===== src/hcb_pkg.sv =====
package hcb_pkg;

    // Sizes fixed by the word formats
    localparam int DEF_MAX_DIMENSION = 4;
    localparam int DATA_W            = 8;
    localparam int DIM_W             = 3;
    localparam int CFG_DATA_W        = 64;
    localparam int CFG_ADDR_W        = 6;
    localparam int MAT_BYTES         = 16;
    localparam int MAT_IDX_W         = 4;

    // Register indexes (paddr[5:3])
    localparam logic [2:0] REG_DIMENSION  = 3'd0;
    localparam logic [2:0] REG_DECRYPT    = 3'd1;
    localparam logic [2:0] REG_KEY_LOW    = 3'd2;
    localparam logic [2:0] REG_KEY_HIGH   = 3'd3;
    localparam logic [2:0] REG_INV_LOW    = 3'd4;
    localparam logic [2:0] REG_INV_HIGH   = 3'd5;

    typedef struct packed {
        logic [DIM_W-1:0]      dimension;
        logic                  decrypt_mode;
        logic [CFG_DATA_W-1:0] key_low;
        logic [CFG_DATA_W-1:0] key_high;
        logic [CFG_DATA_W-1:0] inv_low;
        logic [CFG_DATA_W-1:0] inv_high;
    } t_cfg;

    // Controller to datapath
    typedef struct packed {
        logic take;      // input word accepted this cycle
        logic row_clr;   // restart the row counter
        logic row_step;  // compute current row into the output register
    } t_cmd;

    // Datapath to controller
    typedef struct packed {
        logic complete;  // the offered word closes the vector
        logic last_row;  // current row is the last one
        logic out_free;  // output register can take a word
    } t_stat;

endpackage


===== src/hcb_if.sv =====
// Input channel: one byte of the message per word
interface hcb_in_if;
    logic                      valid;
    logic                      ready;
    logic [hcb_pkg::DATA_W-1:0] data_byte;
    logic                      final_byte;

    modport source (output valid, output data_byte, output final_byte, input ready);
    modport sink   (input valid, input data_byte, input final_byte, output ready);
endinterface

// Output channel: one row result per word
interface hcb_out_if;
    logic                      valid;
    logic                      ready;
    logic [hcb_pkg::DATA_W-1:0] result_byte;
    logic                      block_end;

    modport source (output valid, output result_byte, output block_end, input ready);
    modport sink   (input valid, input result_byte, input block_end, output ready);
endinterface


===== src/hcb_regs.sv =====
module hcb_regs (
    input  logic                           i_clk,
    input  logic                           i_rst_n,
    input  logic                           psel,
    input  logic                           penable,
    input  logic                           pwrite,
    input  logic [hcb_pkg::CFG_ADDR_W-1:0] paddr,
    input  logic [hcb_pkg::CFG_DATA_W-1:0] pwdata,
    output logic [hcb_pkg::CFG_DATA_W-1:0] prdata,
    output logic                           pready,
    output hcb_pkg::t_cfg                  o_cfg
);
    import hcb_pkg::*;

    t_cfg       r_cfg;
    logic       w_wr;
    logic [2:0] w_idx;

    assign pready = 1'b1;
    assign w_idx  = paddr[CFG_ADDR_W-1:3];
    assign w_wr   = psel && penable && pwrite && pready;
    assign o_cfg  = r_cfg;

    // Register writes; unknown indexes are dropped
    always_ff @(posedge i_clk) begin
        if (!i_rst_n) begin
            r_cfg.dimension    <= DIM_W'(1);
            r_cfg.decrypt_mode <= 1'b0;
            r_cfg.key_low      <= '0;
            r_cfg.key_high     <= '0;
            r_cfg.inv_low      <= '0;
            r_cfg.inv_high     <= '0;
        end else if (w_wr) begin
            unique case (w_idx)
                REG_DIMENSION: r_cfg.dimension    <= pwdata[DIM_W-1:0];
                REG_DECRYPT:   r_cfg.decrypt_mode <= pwdata[0];
                REG_KEY_LOW:   r_cfg.key_low      <= pwdata;
                REG_KEY_HIGH:  r_cfg.key_high     <= pwdata;
                REG_INV_LOW:   r_cfg.inv_low      <= pwdata;
                REG_INV_HIGH:  r_cfg.inv_high     <= pwdata;
                default: ;
            endcase
        end
    end

    // Read mux
    always_comb begin
        unique case (w_idx)
            REG_DIMENSION: prdata = CFG_DATA_W'(r_cfg.dimension);
            REG_DECRYPT:   prdata = CFG_DATA_W'(r_cfg.decrypt_mode);
            REG_KEY_LOW:   prdata = r_cfg.key_low;
            REG_KEY_HIGH:  prdata = r_cfg.key_high;
            REG_INV_LOW:   prdata = r_cfg.inv_low;
            REG_INV_HIGH:  prdata = r_cfg.inv_high;
            default:       prdata = '0;
        endcase
    end
endmodule


===== src/hcb_ctrl.sv =====
module hcb_ctrl (
    input  logic           i_clk,
    input  logic           i_rst_n,
    input  logic           i_in_valid,
    output logic           o_in_ready,
    input  hcb_pkg::t_stat i_stat,
    output hcb_pkg::t_cmd  o_cmd
);
    import hcb_pkg::*;

    localparam logic ST_GATHER = 1'b0;  // taking bytes into the vector
    localparam logic ST_EMIT   = 1'b1;  // sending one row per free output slot

    logic r_state;
    logic n_state;

    assign o_in_ready = (r_state == ST_GATHER);

    // Next state and commands
    always_comb begin
        n_state        = r_state;
        o_cmd.take     = 1'b0;
        o_cmd.row_clr  = 1'b0;
        o_cmd.row_step = 1'b0;
        unique case (r_state)
            ST_GATHER: begin
                if (i_in_valid) begin
                    o_cmd.take = 1'b1;
                    if (i_stat.complete) begin
                        o_cmd.row_clr = 1'b1;
                        n_state       = ST_EMIT;
                    end
                end
            end
            ST_EMIT: begin
                if (i_stat.out_free) begin
                    o_cmd.row_step = 1'b1;
                    if (i_stat.last_row) begin
                        n_state = ST_GATHER;
                    end
                end
            end
            default: n_state = ST_GATHER;
        endcase
    end

    always_ff @(posedge i_clk) begin
        if (!i_rst_n) begin
            r_state <= ST_GATHER;
        end else begin
            r_state <= n_state;
        end
    end
endmodule


===== src/hcb_dp.sv =====
module hcb_dp #(
    parameter int MAX_DIMENSION = hcb_pkg::DEF_MAX_DIMENSION
) (
    input  logic                       i_clk,
    input  logic                       i_rst_n,
    input  hcb_pkg::t_cfg              i_cfg,
    input  hcb_pkg::t_cmd              i_cmd,
    output hcb_pkg::t_stat             o_stat,
    input  logic [hcb_pkg::DATA_W-1:0] i_data_byte,
    input  logic                       i_final_byte,
    output logic [hcb_pkg::DATA_W-1:0] o_result_byte,
    output logic                       o_block_end,
    output logic                       o_valid,
    input  logic                       i_ready
);
    import hcb_pkg::*;

    localparam int CW = (MAX_DIMENSION > 1) ? $clog2(MAX_DIMENSION) : 1;

    logic [CW-1:0]      r_fill;
    logic [CW-1:0]      r_row;
    logic [DATA_W-1:0]  r_buf [MAX_DIMENSION];
    logic [DATA_W-1:0]  r_vec [MAX_DIMENSION];
    logic [DATA_W-1:0]  r_out_byte;
    logic               r_out_end;
    logic               r_out_valid;

    logic [DIM_W-1:0]           w_dim;
    logic [DIM_W-1:0]           w_pos;
    logic [DIM_W-1:0]           w_pos_inc;
    logic [DIM_W-1:0]           w_cnt;
    logic                       w_complete;
    logic                       w_last_row;
    logic [MAT_BYTES*DATA_W-1:0] w_mat;
    logic [MAT_IDX_W-1:0]       w_base;
    logic [DATA_W-1:0]          w_sum;
    logic [2*DATA_W-1:0]        w_prod [MAX_DIMENSION];

    // Active dimension: zero acts as one, clamp to the lane count
    always_comb begin
        w_dim = i_cfg.dimension;
        if (w_dim == '0) begin
            w_dim = DIM_W'(1);
        end
        if (w_dim > DIM_W'(MAX_DIMENSION)) begin
            w_dim = DIM_W'(MAX_DIMENSION);
        end
    end

    // Gather position and completion
    assign w_pos      = DIM_W'(r_fill);
    assign w_pos_inc  = w_pos + DIM_W'(1);
    assign w_cnt      = (w_pos_inc > w_dim) ? w_dim : w_pos_inc;
    assign w_complete = (w_cnt == w_dim) || i_final_byte;
    assign w_last_row = ((DIM_W'(r_row) + DIM_W'(1)) == w_dim);

    assign o_stat.complete = w_complete;
    assign o_stat.last_row = w_last_row;
    assign o_stat.out_free = !r_out_valid || i_ready;

    // Vector buffer and fill count
    always_ff @(posedge i_clk) begin
        if (!i_rst_n) begin
            r_fill <= '0;
        end else if (i_cmd.take) begin
            r_fill <= w_complete ? '0 : CW'(w_cnt);
        end
    end

    always_ff @(posedge i_clk) begin
        if (i_cmd.take && (w_pos < w_dim)) begin
            r_buf[r_fill] <= i_data_byte;
        end
    end

    // Snapshot of the finished vector; unfilled places read as zero
    always_ff @(posedge i_clk) begin
        if (i_cmd.take && w_complete) begin
            for (int j = 0; j < MAX_DIMENSION; j++) begin
                if (DIM_W'(j) >= w_cnt) begin
                    r_vec[j] <= '0;
                end else if (DIM_W'(j) == w_pos) begin
                    r_vec[j] <= i_data_byte;
                end else begin
                    r_vec[j] <= r_buf[j];
                end
            end
        end
    end

    // Row counter
    always_ff @(posedge i_clk) begin
        if (!i_rst_n) begin
            r_row <= '0;
        end else if (i_cmd.row_clr) begin
            r_row <= '0;
        end else if (i_cmd.row_step) begin
            r_row <= r_row + CW'(1);
        end
    end

    // One row: a byte multiplier per lane, summed modulo 256
    assign w_mat  = i_cfg.decrypt_mode ? {i_cfg.inv_high, i_cfg.inv_low}
                                       : {i_cfg.key_high, i_cfg.key_low};
    assign w_base = MAT_IDX_W'(MAT_IDX_W'(r_row) * MAT_IDX_W'(w_dim));

    always_comb begin
        logic [MAT_IDX_W-1:0] k;
        w_sum = '0;
        for (int j = 0; j < MAX_DIMENSION; j++) begin
            k         = w_base + MAT_IDX_W'(j);
            w_prod[j] = w_mat[k*DATA_W +: DATA_W] * r_vec[j];
            w_sum     = w_sum + w_prod[j][DATA_W-1:0];
        end
    end

    // Output register
    always_ff @(posedge i_clk) begin
        if (!i_rst_n) begin
            r_out_valid <= 1'b0;
        end else if (i_cmd.row_step) begin
            r_out_valid <= 1'b1;
        end else if (i_ready) begin
            r_out_valid <= 1'b0;
        end
    end

    always_ff @(posedge i_clk) begin
        if (i_cmd.row_step) begin
            r_out_byte <= w_sum;
            r_out_end  <= w_last_row;
        end
    end

    assign o_result_byte = r_out_byte;
    assign o_block_end   = r_out_end;
    assign o_valid       = r_out_valid;
endmodule


===== src/hill_cipher_block_mod256_unit.sv =====
// The word that closes a vector is copied into the vector register as the sequencer
//   enters row output; rows then leave through the output register, one row per
//   cycle while the sink keeps up, from one shared MAX_DIMENSION-lane multiply-add.
//   Bytes are taken one per cycle while gathering, and none while rows are pending.
// Reset (i_rst_n low, synchronous): fill count, row counter and output valid clear;
//   dimension returns to 1, mode to encrypt, both matrices to zero.
module hill_cipher_block_mod256_unit #(
    parameter int MAX_DIMENSION = hcb_pkg::DEF_MAX_DIMENSION
) (
    input  logic                           i_clk,
    input  logic                           i_rst_n,
    input  logic                           psel,
    input  logic                           penable,
    input  logic                           pwrite,
    input  logic [hcb_pkg::CFG_ADDR_W-1:0] paddr,
    input  logic [hcb_pkg::CFG_DATA_W-1:0] pwdata,
    output logic [hcb_pkg::CFG_DATA_W-1:0] prdata,
    output logic                           pready,
    hcb_in_if.sink                         i_in,
    hcb_out_if.source                      o_out
);
    import hcb_pkg::*;

    t_cfg  w_cfg;
    t_cmd  w_cmd;
    t_stat w_stat;
    logic  w_in_ready;

    // Configuration registers
    hcb_regs u_regs (
        .i_clk   (i_clk),
        .i_rst_n (i_rst_n),
        .psel    (psel),
        .penable (penable),
        .pwrite  (pwrite),
        .paddr   (paddr),
        .pwdata  (pwdata),
        .prdata  (prdata),
        .pready  (pready),
        .o_cfg   (w_cfg)
    );

    // Sequencer
    hcb_ctrl u_ctrl (
        .i_clk      (i_clk),
        .i_rst_n    (i_rst_n),
        .i_in_valid (i_in.valid),
        .o_in_ready (w_in_ready),
        .i_stat     (w_stat),
        .o_cmd      (w_cmd)
    );

    assign i_in.ready = w_in_ready;

    // Vector gather, row multiply-add, output register
    hcb_dp #(
        .MAX_DIMENSION (MAX_DIMENSION)
    ) u_dp (
        .i_clk         (i_clk),
        .i_rst_n       (i_rst_n),
        .i_cfg         (w_cfg),
        .i_cmd         (w_cmd),
        .o_stat        (w_stat),
        .i_data_byte   (i_in.data_byte),
        .i_final_byte  (i_in.final_byte),
        .o_result_byte (o_out.result_byte),
        .o_block_end   (o_out.block_end),
        .o_valid       (o_out.valid),
        .i_ready       (o_out.ready)
    );
endmodule


===== src/flat_wrapper.sv =====
// flat-port wrapper written by rule: the top's interface ports become plain ports
module hill_cipher_block_mod256_unit_flat import hcb_pkg::*;
#(
    parameter int MAX_DIMENSION = hcb_pkg::DEF_MAX_DIMENSION
)
  (i_clk, i_rst_n, psel, penable, pwrite, paddr, pwdata, prdata, pready, i_in_valid, i_in_data_byte, i_in_final_byte, i_in_ready, o_out_valid, o_out_result_byte, o_out_block_end, o_out_ready);
  hcb_in_if i_in_i ();
  hcb_out_if o_out_i ();
  input  logic i_clk;
  input  logic i_rst_n;
  input  logic psel;
  input  logic penable;
  input  logic pwrite;
  input  logic [hcb_pkg::CFG_ADDR_W-1:0] paddr;
  input  logic [hcb_pkg::CFG_DATA_W-1:0] pwdata;
  output logic [hcb_pkg::CFG_DATA_W-1:0] prdata;
  output logic pready;
  input wire logic [$bits(i_in_i.valid)-1:0] i_in_valid;
  input wire logic [$bits(i_in_i.data_byte)-1:0] i_in_data_byte;
  input wire logic [$bits(i_in_i.final_byte)-1:0] i_in_final_byte;
  output wire logic [$bits(i_in_i.ready)-1:0] i_in_ready;
  output wire logic [$bits(o_out_i.valid)-1:0] o_out_valid;
  output wire logic [$bits(o_out_i.result_byte)-1:0] o_out_result_byte;
  output wire logic [$bits(o_out_i.block_end)-1:0] o_out_block_end;
  input wire logic [$bits(o_out_i.ready)-1:0] o_out_ready;
  assign i_in_i.valid = i_in_valid;
  assign i_in_i.data_byte = i_in_data_byte;
  assign i_in_i.final_byte = i_in_final_byte;
  assign i_in_ready = i_in_i.ready;
  assign o_out_valid = o_out_i.valid;
  assign o_out_result_byte = o_out_i.result_byte;
  assign o_out_block_end = o_out_i.block_end;
  assign o_out_i.ready = o_out_ready;
  hill_cipher_block_mod256_unit #(.MAX_DIMENSION(MAX_DIMENSION)) u_core (.i_clk(i_clk), .i_rst_n(i_rst_n), .psel(psel), .penable(penable), .pwrite(pwrite), .paddr(paddr), .pwdata(pwdata), .prdata(prdata), .pready(pready), .i_in(i_in_i), .o_out(o_out_i));
endmodule

===== config.mk =====
export PLATFORM = sky130hd
export DESIGN_NAME = hill_cipher_block_mod256_unit_flat
export DESIGN_NICKNAME = d
export VERILOG_FILES = /design/src/hcb_pkg.sv /design/src/hcb_if.sv /design/src/hcb_regs.sv /design/src/hcb_ctrl.sv /design/src/hcb_dp.sv /design/src/hill_cipher_block_mod256_unit.sv /design/src/flat_wrapper.sv
export SDC_FILE = /design/constraint.sdc
export NUM_CORES = 1
export LEC_CHECK = 0
export BUFFER_PORTS_ARGS = -buffer_cell sky130_fd_sc_hd__buf_4
export CORE_ASPECT_RATIO = 0.5
export CORE_MARGIN = 5
export CORE_UTILIZATION = 60
export CTS_CLUSTER_DIAMETER = 50
export DETAILED_ROUTE_END_ITERATION = 10
export PLACE_DENSITY = 0.79
export SLEW_MARGIN = 20
export SYNTH_ARGS = -nofsm -noshare
export SYNTH_HDL_FRONTEND = slang
export SYNTH_SLANG_ARGS = --single-unit

===== constraint.sdc =====
create_clock -name i_clk -period 13.3 [get_ports i_clk]
set_clock_uncertainty 0.15 [all_clocks]
set_input_delay 1.33 -clock i_clk [delete_from_list [all_inputs] [get_ports i_clk]]
set_output_delay 1.33 -clock i_clk [all_outputs]
set_load 0.005 [all_outputs]

Word-level counts from Yosys, hierarchy flattened
Memory sizes are Yosys's and may differ from the RTL's.
Cells that the tools add are included.

operators by class
  $add $sub $neg = 9
  multipliers = 5
  div/mod/pow operators = 0
  $lt $le $gt $ge = 7
  equal/unequal tests = 10
  shift-type cells = 4
  multiplexer cells = 71
  bitwise operators = 10
  reductions and logical operators = 18

operator list
  operator             number
  $shiftx 128x8->8     4
  $pmux 64 s6          1
  $mux 128             1
  $mux 8               8
  $mux 1               54
  $mul 8x8->8          4
  $add 8x8->8          3
  $reduce_and 2->1     6
  $logic_not 3->1      3
  $mux 3               3
  $add 4x2->4 const B  2
  $or 1x1->1           8
  $add 2x1->3 const B  2
  $eq 3x2->1 const B   2
  $eq 3x3->1           2
  $eq 3x3->1 const B   2
  $ge 1x3->1 const A   2
  $ge 2x3->1 const A   2
  $mux 2               3
  $add 4x1->4 const B  1
  $eq 2x2->1 const A   2
  $logic_and 1x1->1    4
  $mul 2x3->4          1
  $eq 3x1->1 const B   1
  other kinds (11)     13

storage, ports and cells
  register bits after elaboration = 275
  latch bits = 0
  RAM bits = 64
  bits in read-only memories = 0
  input port bits = 86
  output and inout port bits = 76
  logic and storage cells = 148
  memories kept = 2

memories
  memory             words  bits a word  read ports  clocked after memory_dff  wr ports  line          RTL
  u_core.u_dp.r_buf  4      8            4           0                         1         hcb_dp.sv:22  logic [DATA_W-1:0] r_buf [MAX_DIMENSION];
  u_core.u_dp.r_vec  4      8            4           0                         4         hcb_dp.sv:23  logic [DATA_W-1:0] r_vec [MAX_DIMENSION];

Depth between registers and ports, before layout
Gate-level depths: netlist of run 1.

  depth after elaboration = 16
  mapped depth = 39
  depth with buffers taken out = 35

Cells and area by module
From an unflattened synthesis of run 1, not the netlist that was laid out.

second synthesis, totals
  cell total of the unflattened synthesis = 2266
  area total of the unflattened synthesis = 25070.3 um2

modules (own cells, without submodules)
  module    times used  cells each  area each (um2)  seq. area each (um2)
  hcb_dp    1           1111        13407.9          2292.2
  hcb_regs  1           1147        11598.6          5205.0
  hcb_ctrl  1           8           63.8             20.0

Worst setup path before layout of run 1
OpenSTA, ideal clock, no wires.

  path kind = register to register
  start = register u_core.u_regs.r_cfg, in the netlist u_core.u_regs.o_cfg[259]
  end = register u_core.u_dp.r_out_byte[7] (netlist: u_core.u_dp.o_result_byte[7]) (data pin)
  arrival time = 9401 ps
  path slack = 3480 ps
  cell stages (with the launch flop) = 38
  clock period less this slack = 9820 ps
  path through = dfxtp_1 > buf_1 > a21oi_1 > and2_1 > ha_1 > inv_1 > fa_1 > buf_2 > inv_1 > clkbuf_1 > ha_1 > a21oi_1 > xnor2_1 > buf_2 > nand2_1 > a21boi_0 > nand2b_1 > fa_1 > (+2 left out) > inv_1 > fa_1 > inv_1 > fa_1 > fa_1 > fa_1 > fa_1 > inv_1 > fa_1 > inv_1 > ha_1 > a21o_1 > a21oi_1 > xnor2_1 > xnor2_1 > xnor2_1 > xnor3_1 > xor3_1

between the ends
  word-level cells in the longest chain between the ends = 11
  elaborated cells on any way between the ends = 19
  classes of those cells = add/sub (6); mul (5); order compare (1); shift (4); mux (2); reduce/logical (1)

RTL lines
  element                    line            RTL
  from (decl)                hcb_regs.sv:15  t_cfg r_cfg;
  $logic_not 3->1            hcb_dp.sv:42    if (w_dim == '0) begin
  $mux 3 *                   hcb_dp.sv:42
  $gt 3x3->1                 hcb_dp.sv:45    if (w_dim > DIM_W'(MAX_DIMENSION)) begin
  $mux 3 *                   hcb_dp.sv:45
  $mul 2x3->4 *              hcb_dp.sv:105   assign w_base = MAT_IDX_W'(MAT_IDX_W'(r_row) * MAT_IDX_W'(w_dim));
  $add 4x1->4                hcb_dp.sv:111   k = w_base + MAT_IDX_W'(j);
  $shiftx 128x8->8           hcb_dp.sv:112   w_prod[j] = w_mat[k*DATA_W +: DATA_W] * r_vec[j];
  $mul 8x8->8                hcb_dp.sv:112
  $add 8x8->8 (2 in series)  hcb_dp.sv:113   w_sum = w_sum + w_prod[j][DATA_W-1:0];
  $add 8x8->8 *              hcb_dp.sv:113
  via u_core.u_dp.w_sum[7]   hcb_dp.sv:36    logic [DATA_W-1:0] w_sum;
  to (signal assigned)       hcb_dp.sv:130   r_out_byte <= w_sum;
  to (decl)                  hcb_dp.sv:24    logic [DATA_W-1:0] r_out_byte;

The timed path passes the listed nets; every way through them passes the cells marked *.
A chain may end at the register's enable or synchronous reset.

Worst setup path in the final report of run 1
Same ends and word-level chain as after synthesis.

==> key figures, run 1 <==
Synth
  – Net Count, Synth: 2702
  – Synth Area per Inst: 9.72 sq um
  – Post-synth top area cell: dfxtp_1
  – Yosys reg bits: approximately 340
  – Syn. warnings: 0
  – Top post-synthesis cells by area: dfxtp_1, mux4_2, nand2_1
  – Post-synthesis sequential area ratio: 0.314
  – EDFF count, synth: 73
  – Yosys top cell area share: 0.222
  – Syn Inst Count: 2466
  – Post-synth ARST share: 0
  – Top_reg_cell synth: dfxtp_1
  – Post-synth cell types: 60
  – Synth Cell Area: 24000 sq um

Layout
  – Nets: 2747
  – # diodes: 0
  – Layout cells sized above 1: 0.170
  – Final instance area: around 26000 sq um
  – Syn-to-layout area delta: 9.67%

Floorplanning
  – Row count: between 50 and 60
  – Top Ports: 162
  – Die W: 293 microns
  – Die area: around 44000 sq um
  – Die height: 151 microns
  – Initial Utilization: 0.612
  – Core area: between 30000 and 40000 sq um

Timing
  – Worst hold margin: ~340 ps
  – RSZ-0062 raised after global routing: false
  – Final hold violations: 0
  – Slack of the critical path: between 1500 and 2000 ps
  – Crit share post-route: 0.883
  – Fmax achieved: 85.1 MHz
  – Max-slew headroom: 0.285
  – Final setup TNS: 0 ps
  – Tmin final: 11750 ps
  – Slew Limit Fails: 0
  – Finish-stage setup viols: 0
  – Actual slew at the worst max-slew pin: 1040 ps

Global route
  – Global-route usage over all layers: 0.333
  – Vias in the first global route: around 19000
  – Initial antenna violation count: 2
  – Global-route wire length before repair: 113000 microns
  – Largest net degree at the start of global routing: 139
  – GR Overflow Total: 0

Power
  – Switching Fraction: 0.262
  – Switching pwr: 614 uW
  – Combinational Power Share: 0.119
  – Internal power: 1.73 mW
  – Flop pwr share: 0.476
  – Maximum VDD drop: between 70 and 80 uV
  – Clock Power Share: 0.405
  – Leakage: 9.65 nW
  – Power Density: 89.0 nW/um^2

Setup path
  – WP buf/inv: 6
  – Crit Path Max Fanout: 22
  – FF-to-FF End: u_core.u_dp.o_result_byte[7]$_DFFE_PP_
  – Critical Path AT: 11850 ps
  – Worst EP required: 13400 ps
  – R2R setup slack: ~1600 ps
  – Worst reg-to-reg path cell count: 32
  – Slowest CP cell: fa_1
  – Worst setup SP type: register
  – Critical R2R Launch: u_core.u_regs.o_cfg[259]$_SDFFE_PN0P_
  – Crit-path max cell delay: 1050 ps
  – Most frequent CP cell: fa_1
  – CP startpoint: u_core.u_regs.o_cfg[259]$_SDFFE_PN0P_
  – Setup crit end kind: register
  – Top delay family on crit path: adder cells
  – Critical path class: register to register

Clocking
  – Clk buf depth: 3
  – Worst-Skew Late Latency: roughly 540 ps
  – Postcts setup bufs: 0
  – Hold Buf Count CTS: 0
  – H-tree Lvls: 2
  – Clock root buffer: clkbuf_16
  – # resized after CTS: 0
  – CTS Sinks: 339
  – CTS Buf Count: 34
  – Clock transition at path regs: 70 ps
  – CTS tree: yes

Routing
  – Final WL: 75300 microns
  – Drt pass-1 iters: 8
  – Drt via density: 6.52
  – DR iter-0 viols: 2870
  – DRC: 0
  – Via count: ~20000
  – Final ANT Viol Nets: 0
  – DR WL/cell: 24.6 microns

Placed design
  – Place WS: approximately 1900 ps
  – Post-DP HPWL: between 50000 and 60000 microns
  – RePlAce Congestion: 1.02
  – Port bufs: roughly 160
  – DP Area: 25200 sq um

Hold path
  – Hold path startpoint: u_core.u_regs.o_cfg[124]$_SDFFE_PN0P_
  – WHS Path Cells: 2
  – WHS Endpoint: u_core.u_regs.o_cfg[124]$_SDFFE_PN0P_
  – Type of the most critical hold path: register to register

Run
  – Maxcap violations: 0

Run status
  – Status: finished clean
==> kinds of logic (layout without fill, tap and decap cells) <==
| group | after synthesis | count (layout) | share of synthesized area |
|---|---|---|---|
| xor+xnor | 67 | 67 | 0.0303 |
| simple gates | 877 | 877 | 0.156 |
| fa+ha+maj | 150 | 150 | 0.101 |
| other cells | 1 | 1 | 0.000156 |
| buf+inv | 298 | 363 | 0.0559 |
| compound gates | 490 | 490 | 0.150 |
| flops | 339 | 339 | 0.314 |
| mux | 244 | 244 | 0.193 |
==> worst reg2reg max path: cells and delay by family (launching register included) <==
family | cells | cell delay (ps)
flip-flops | 1 | 540
AO/OA/AOI/OAI | 4 | 1280
adder cells (fa/ha/maj) | 12 | 5870
multiplexers | 1 | 320
XOR/XNOR | 5 | 1120
buffers and inverters | 6 | 720
AND/OR/NAND/NOR | 4 | 1480
==> synth_stat cells, drive strengths merged, types with 47 or more instances <==
cell,instances
nand2,643
dfxtp,266
a21boi,261
mux4,172
a22oi,154
clkbuf,128
inv,123
nor2b,89
ha,77
edfxtp,73
fa,73
mux2i,65
nor2,51
xnor2,48
buf,47
==> power groups by stage <==
stage / Sequential (mW) / Combinational [mW] / Clock (mW)
floorplan: 1.12 / 0.190 / 0
global placement: 1.13 / 0.270 / 0
detailed placement: 1.14 / 0.275 / 0
CTS: 1.11 / 0.276 / 0.953
global route: 1.12 / 0.299 / 0.998
finish: 1.11 / 0.279 / 0.949
==> how the worst max path moves through the flow <==
stage,end,slack [ps],cells after the start
after detailed placement,u_core.u_dp.o_result_byte[7]$_DFFE_PP_,1900,33
after CTS,u_core.u_dp.o_result_byte[7]$_DFFE_PP_,1820,33
after global routing,u_core.u_dp.o_result_byte[7]$_DFFE_PP_,1120,33
final,u_core.u_dp.o_result_byte[7]$_DFFE_PP_,1550,32
after global placement,u_core.u_dp.o_result_byte[7]$_DFFE_PP_,2010,33
after floorplan,u_core.u_dp.o_result_byte[7]$_DFFE_PP_,3480,37
==> through the flow <==
stage | std cells | util | total power [mW]
6_report | 3061 | 0.671 | 2.34
5_1_grt | 3061 | 0.671 | 2.41
4_1_cts | 3060 | 0.671 | 2.34
3_5_place_dp | 3004 | 0.644 | 1.41
3_3_place_gp | 3004 | 0.644 | 1.40
2_1_floorplan | 2466 | - | 1.31
==> per-layer routing <==
metal  routed length [microns]  up-vias  global-route usage
met5                        80        -                   0
met4                      2160        4              0.0806
met3                      9880      164               0.107
met2                     33500     1189               0.508
met1                     29700     9875               0.467
li1                          -     8715                   -
==> area by class of cell <==
type                            instances  area [sq um]
Fill cell                            3067         12900
Clock inverter                         10          90.1
Multi-Input combinational cell       1829         15200
Tap cell                              530           663
Timing Repair Buffer                  184          1400
Inverter                              123           462
Clock buffer                           46           957
Sequential cell                       339          7520
==> cells in the final DEF (no fill, tap or decap), types with 5 or more instances in the layout <==
cell type,count
fa_1,73
inv_1,123
a22oi_1,154
clkbuf_1,7
xnor3_1,9
nor2_1,50
xnor2_1,46
ha_1,76
mux4_2,168
xor2_1,9
edfxtp_1,73
dfxtp_1,265
buf_4,180
nand3_1,14
a21boi_0,261
clkbuf_16,35
a211oi_1,7
and2_1,36
mux2_2,6
mux2i_1,62
a21oi_1,25
o21ai_0,15
and3_1,5
nor2b_1,89
nand2_1,638
nand2b_1,21
==> state kept, by name, indices dropped and copies added, names as in the netlist <==
register / flops
u_core.u_regs.o_cfg: 260
u_core.u_dp.r_buf: 32
u_core.u_dp.r_vec: 32
u_core.u_dp.o_result_byte: 8
u_core.u_dp.r_fill: 2
u_core.u_dp.r_row: 2
u_core.u_ctrl.r_state: 1
u_core.u_dp.o_block_end: 1
u_core.u_dp.o_valid: 1
(Power assumes the default switching activity.)
==> inputs of run 2 (changes only) <==
- ABC_AREA: not set -> 1
- SYNTH_HIERARCHICAL: not set -> 1
==> key figures, run 2 <==
Floorplanning
  – Initial Utilization: 0.605
  – Die W: around 300 microns
  – Top Ports: 162
  – Row count: 53
  – Die height: 155 microns
  – Die area: about 47000 sq um
  – Core area: 41800 sq um

Clocking
  – Clock root buffer: clkbuf_16
  – H-tree Lvls: 2
  – Clock transition at path regs: 60 ps
  – Clk buf depth: 3
  – CTS tree: yes
  – CTS Buf Count: 34
  – Worst-Skew Late Latency: 550 ps
  – CTS Sinks: around 340
  – Postcts setup bufs: 0
  – Hold Buf Count CTS: 0
  – # resized after CTS: 0

Global route
  – Largest net degree at the start of global routing: 104
  – Global-route usage over all layers: 0.393
  – Initial antenna violation count: 2
  – Vias in the first global route: between 20000 and 25000
  – Global-route wire length before repair: ~140000 microns
  – GR Overflow Total: 0

Layout
  – Commonest non-fill, non-tap cell in the layout: nand2_1
  – Most frequent cells in the layout: nand2_1, nand3_1, nor2_1, inv_1, dfxtp_1
  – Max reg flops: 260
  – Post-layout util: 0.652
  – Nets: 4144
  – Layout fillers: 3878
  – Syn-to-layout area delta: 7.68%
  – Layout cells sized above 1: 0.0735
  – Footprint of the multi-input gates: 15300 sq um
  – Register area: between 7000 and 8000 sq um

Routing
  – Drt pass-1 iters: 7
  – DR iter-0 viols: 4068
  – Drt via density: around 6
  – Final ANT Viol Nets: 0
  – Via count: 27400
  – DR WL/cell: 21.0 microns
  – Final WL: roughly 95000 microns
  – DRC: 0

Setup path
  – Worst EP required: approximately 13000 ps
  – Crit-path max cell delay: 740 ps
  – Worst setup SP type: register
  – Crit Path Max Fanout: 51
  – Critical path class: register to register
  – Critical Path AT: 10960 ps
  – Setup crit end kind: register
  – R2R setup slack: about 2500 ps
  – Most frequent CP cell: fa_1
  – Slowest CP cell: inv_2
  – Critical R2R Launch: u_core/u_regs/o_cfg[259]$_SDFFE_PN0P_
  – CP startpoint: u_core/u_regs/o_cfg[259]$_SDFFE_PN0P_

Power
  – Leakage: 12.0 nW
  – Post-layout power: ~3.1 mW
  – Maximum VDD drop: 98.0 uV
  – Power Density: 115 nW/um^2

Hold path
  – Hold path startpoint: u_core/u_regs/o_cfg[56]$_SDFFE_PN0P_
  – Type of the most critical hold path: register to register

Timing
  – Final hold violations: 0
  – Finish-stage setup viols: 0
  – Tmin final: around 11000 ps
  – Final setup TNS: 0 ps
  – Actual slew at the worst max-slew pin: 1090 ps
  – Slew Limit Fails: 0
  – Crit share post-route: 0.813
  – Max-slew headroom: 0.271
  – Fmax achieved: approximately 92 MHz
  – Slack of the critical path: 2480 ps
  – Worst hold margin: about 350 ps
  – RSZ-0062 raised after global routing: false

Synth
  – Post-synth top cells: nand2_1, nand3_1, nor2_1, inv_1, dfxtp_1
  – EDFF count, synth: 73
  – Synth Area in Compound Gates: 0.0206
  – Yosys top cell area share: 0.210
  – Syn. warnings: 6
  – Post-Synth Adder-Cell Area: 0.0962
  – Post-synth top area cell: dfxtp_1
  – Synth Area per Inst: approximately 6.4 sq um
  – Top post-synthesis cells by area: dfxtp_1, nand2_1, nand3_1
  – Largest family of logic cells by synthesized area: simple AND/OR/NAND/NOR gates
  – Mux contribution to synthesized area: 0
  – Syn Inst Count: 3936
  – Yosys reg bits: 339
  – Post-synth ARST share: 0
  – Synth Cell Area: 25300 sq um
  – Post-Synth Simple-Gate Area: 0.475
  – Top-count cell post-synth: nand2_1
  – Top_reg_cell synth: dfxtp_1
  – Post-synth cell types: 45
  – Post-synthesis sequential area ratio: 0.297
  – Net Count, Synth: 4173
  – Post-synthesis xor/xnor area fraction: 0.0113

Placed design
  – Place WS: 2780 ps
  – Post-DP HPWL: 67100 microns
  – RePlAce Congestion: 1.12
  – Port bufs: between 150 and 200

Run status
  – Status: finished clean

Run
  – Maxcap violations: 0
## run 2: logic make-up (layout without fill, tap and decap cells)
group	count (synthesis)	count (layout)
simple gates	2763	2763
buf+inv	568	562
flops	339	339
fa+ha+maj	151	151
compound gates	90	90
xor+xnor	24	24
other cells	1	2
## run 2: worst max-delay path, delay by kind of cell (launching register included)
kind / cells / cell delay (ps)
fa+ha+maj: 11 / 4920
compound gates: 3 / 1020
simple gates: 11 / 850
flops: 1 / 700
xor+xnor: 1 / 350
buf+inv: 9 / 2470
## run 2: worst paths after layout
path / end / cells past startpoint
hold reg to reg: u_core/u_regs/o_cfg[56]$_SDFFE_PN0P_ / 2
setup / recovery: u_core/u_dp/o_result_byte[7]$_DFFE_PP_ / 35
setup reg to reg: u_core/u_dp/o_result_byte[7]$_DFFE_PP_ / 35
hold / removal: u_core/u_regs/o_cfg[56]$_SDFFE_PN0P_ / 2
## run 2: power by group
group	switching [mW]	leakage (nW)	internal, mW
combinational	0.668	8.58	0.337
clock	0.439	0.529	0.555
sequential	0.0253	2.84	1.10
total	1.13	12.0	2.00
## run 2: cell type report
cell class	count	share of cell area
tap	577	0.0265
antenna	1	0.0000917
timing repair buffer	188	0.0531
clock inverter	8	0.00372
inverter	315	0.0439
clock buffer	51	0.0362
multi-input combinational	3029	0.561
sequential	339	0.276
## run 2: per-stage QoR
stage / std cells / instance area, sq um
2_1_floorplan: 3936 / 25300
3_3_place_gp: 4447 / 26200
3_5_place_dp: 4448 / 26200
4_1_cts: 4507 / 27300
5_1_grt: 4507 / 27300
6_report: 4508 / 27300
## run 2: per-layer routing
| metal | global-route usage | routed length (microns) | vias to the layer above |
|---|---|---|---|
| met5 | 0 | 52 | - |
| met4 | 0.0893 | 2650 | 4 |
| met3 | 0.130 | 12300 | 244 |
| met2 | 0.590 | 40100 | 1581 |
| met1 | 0.553 | 39400 | 12900 |
| li1 | - | - | 12700 |
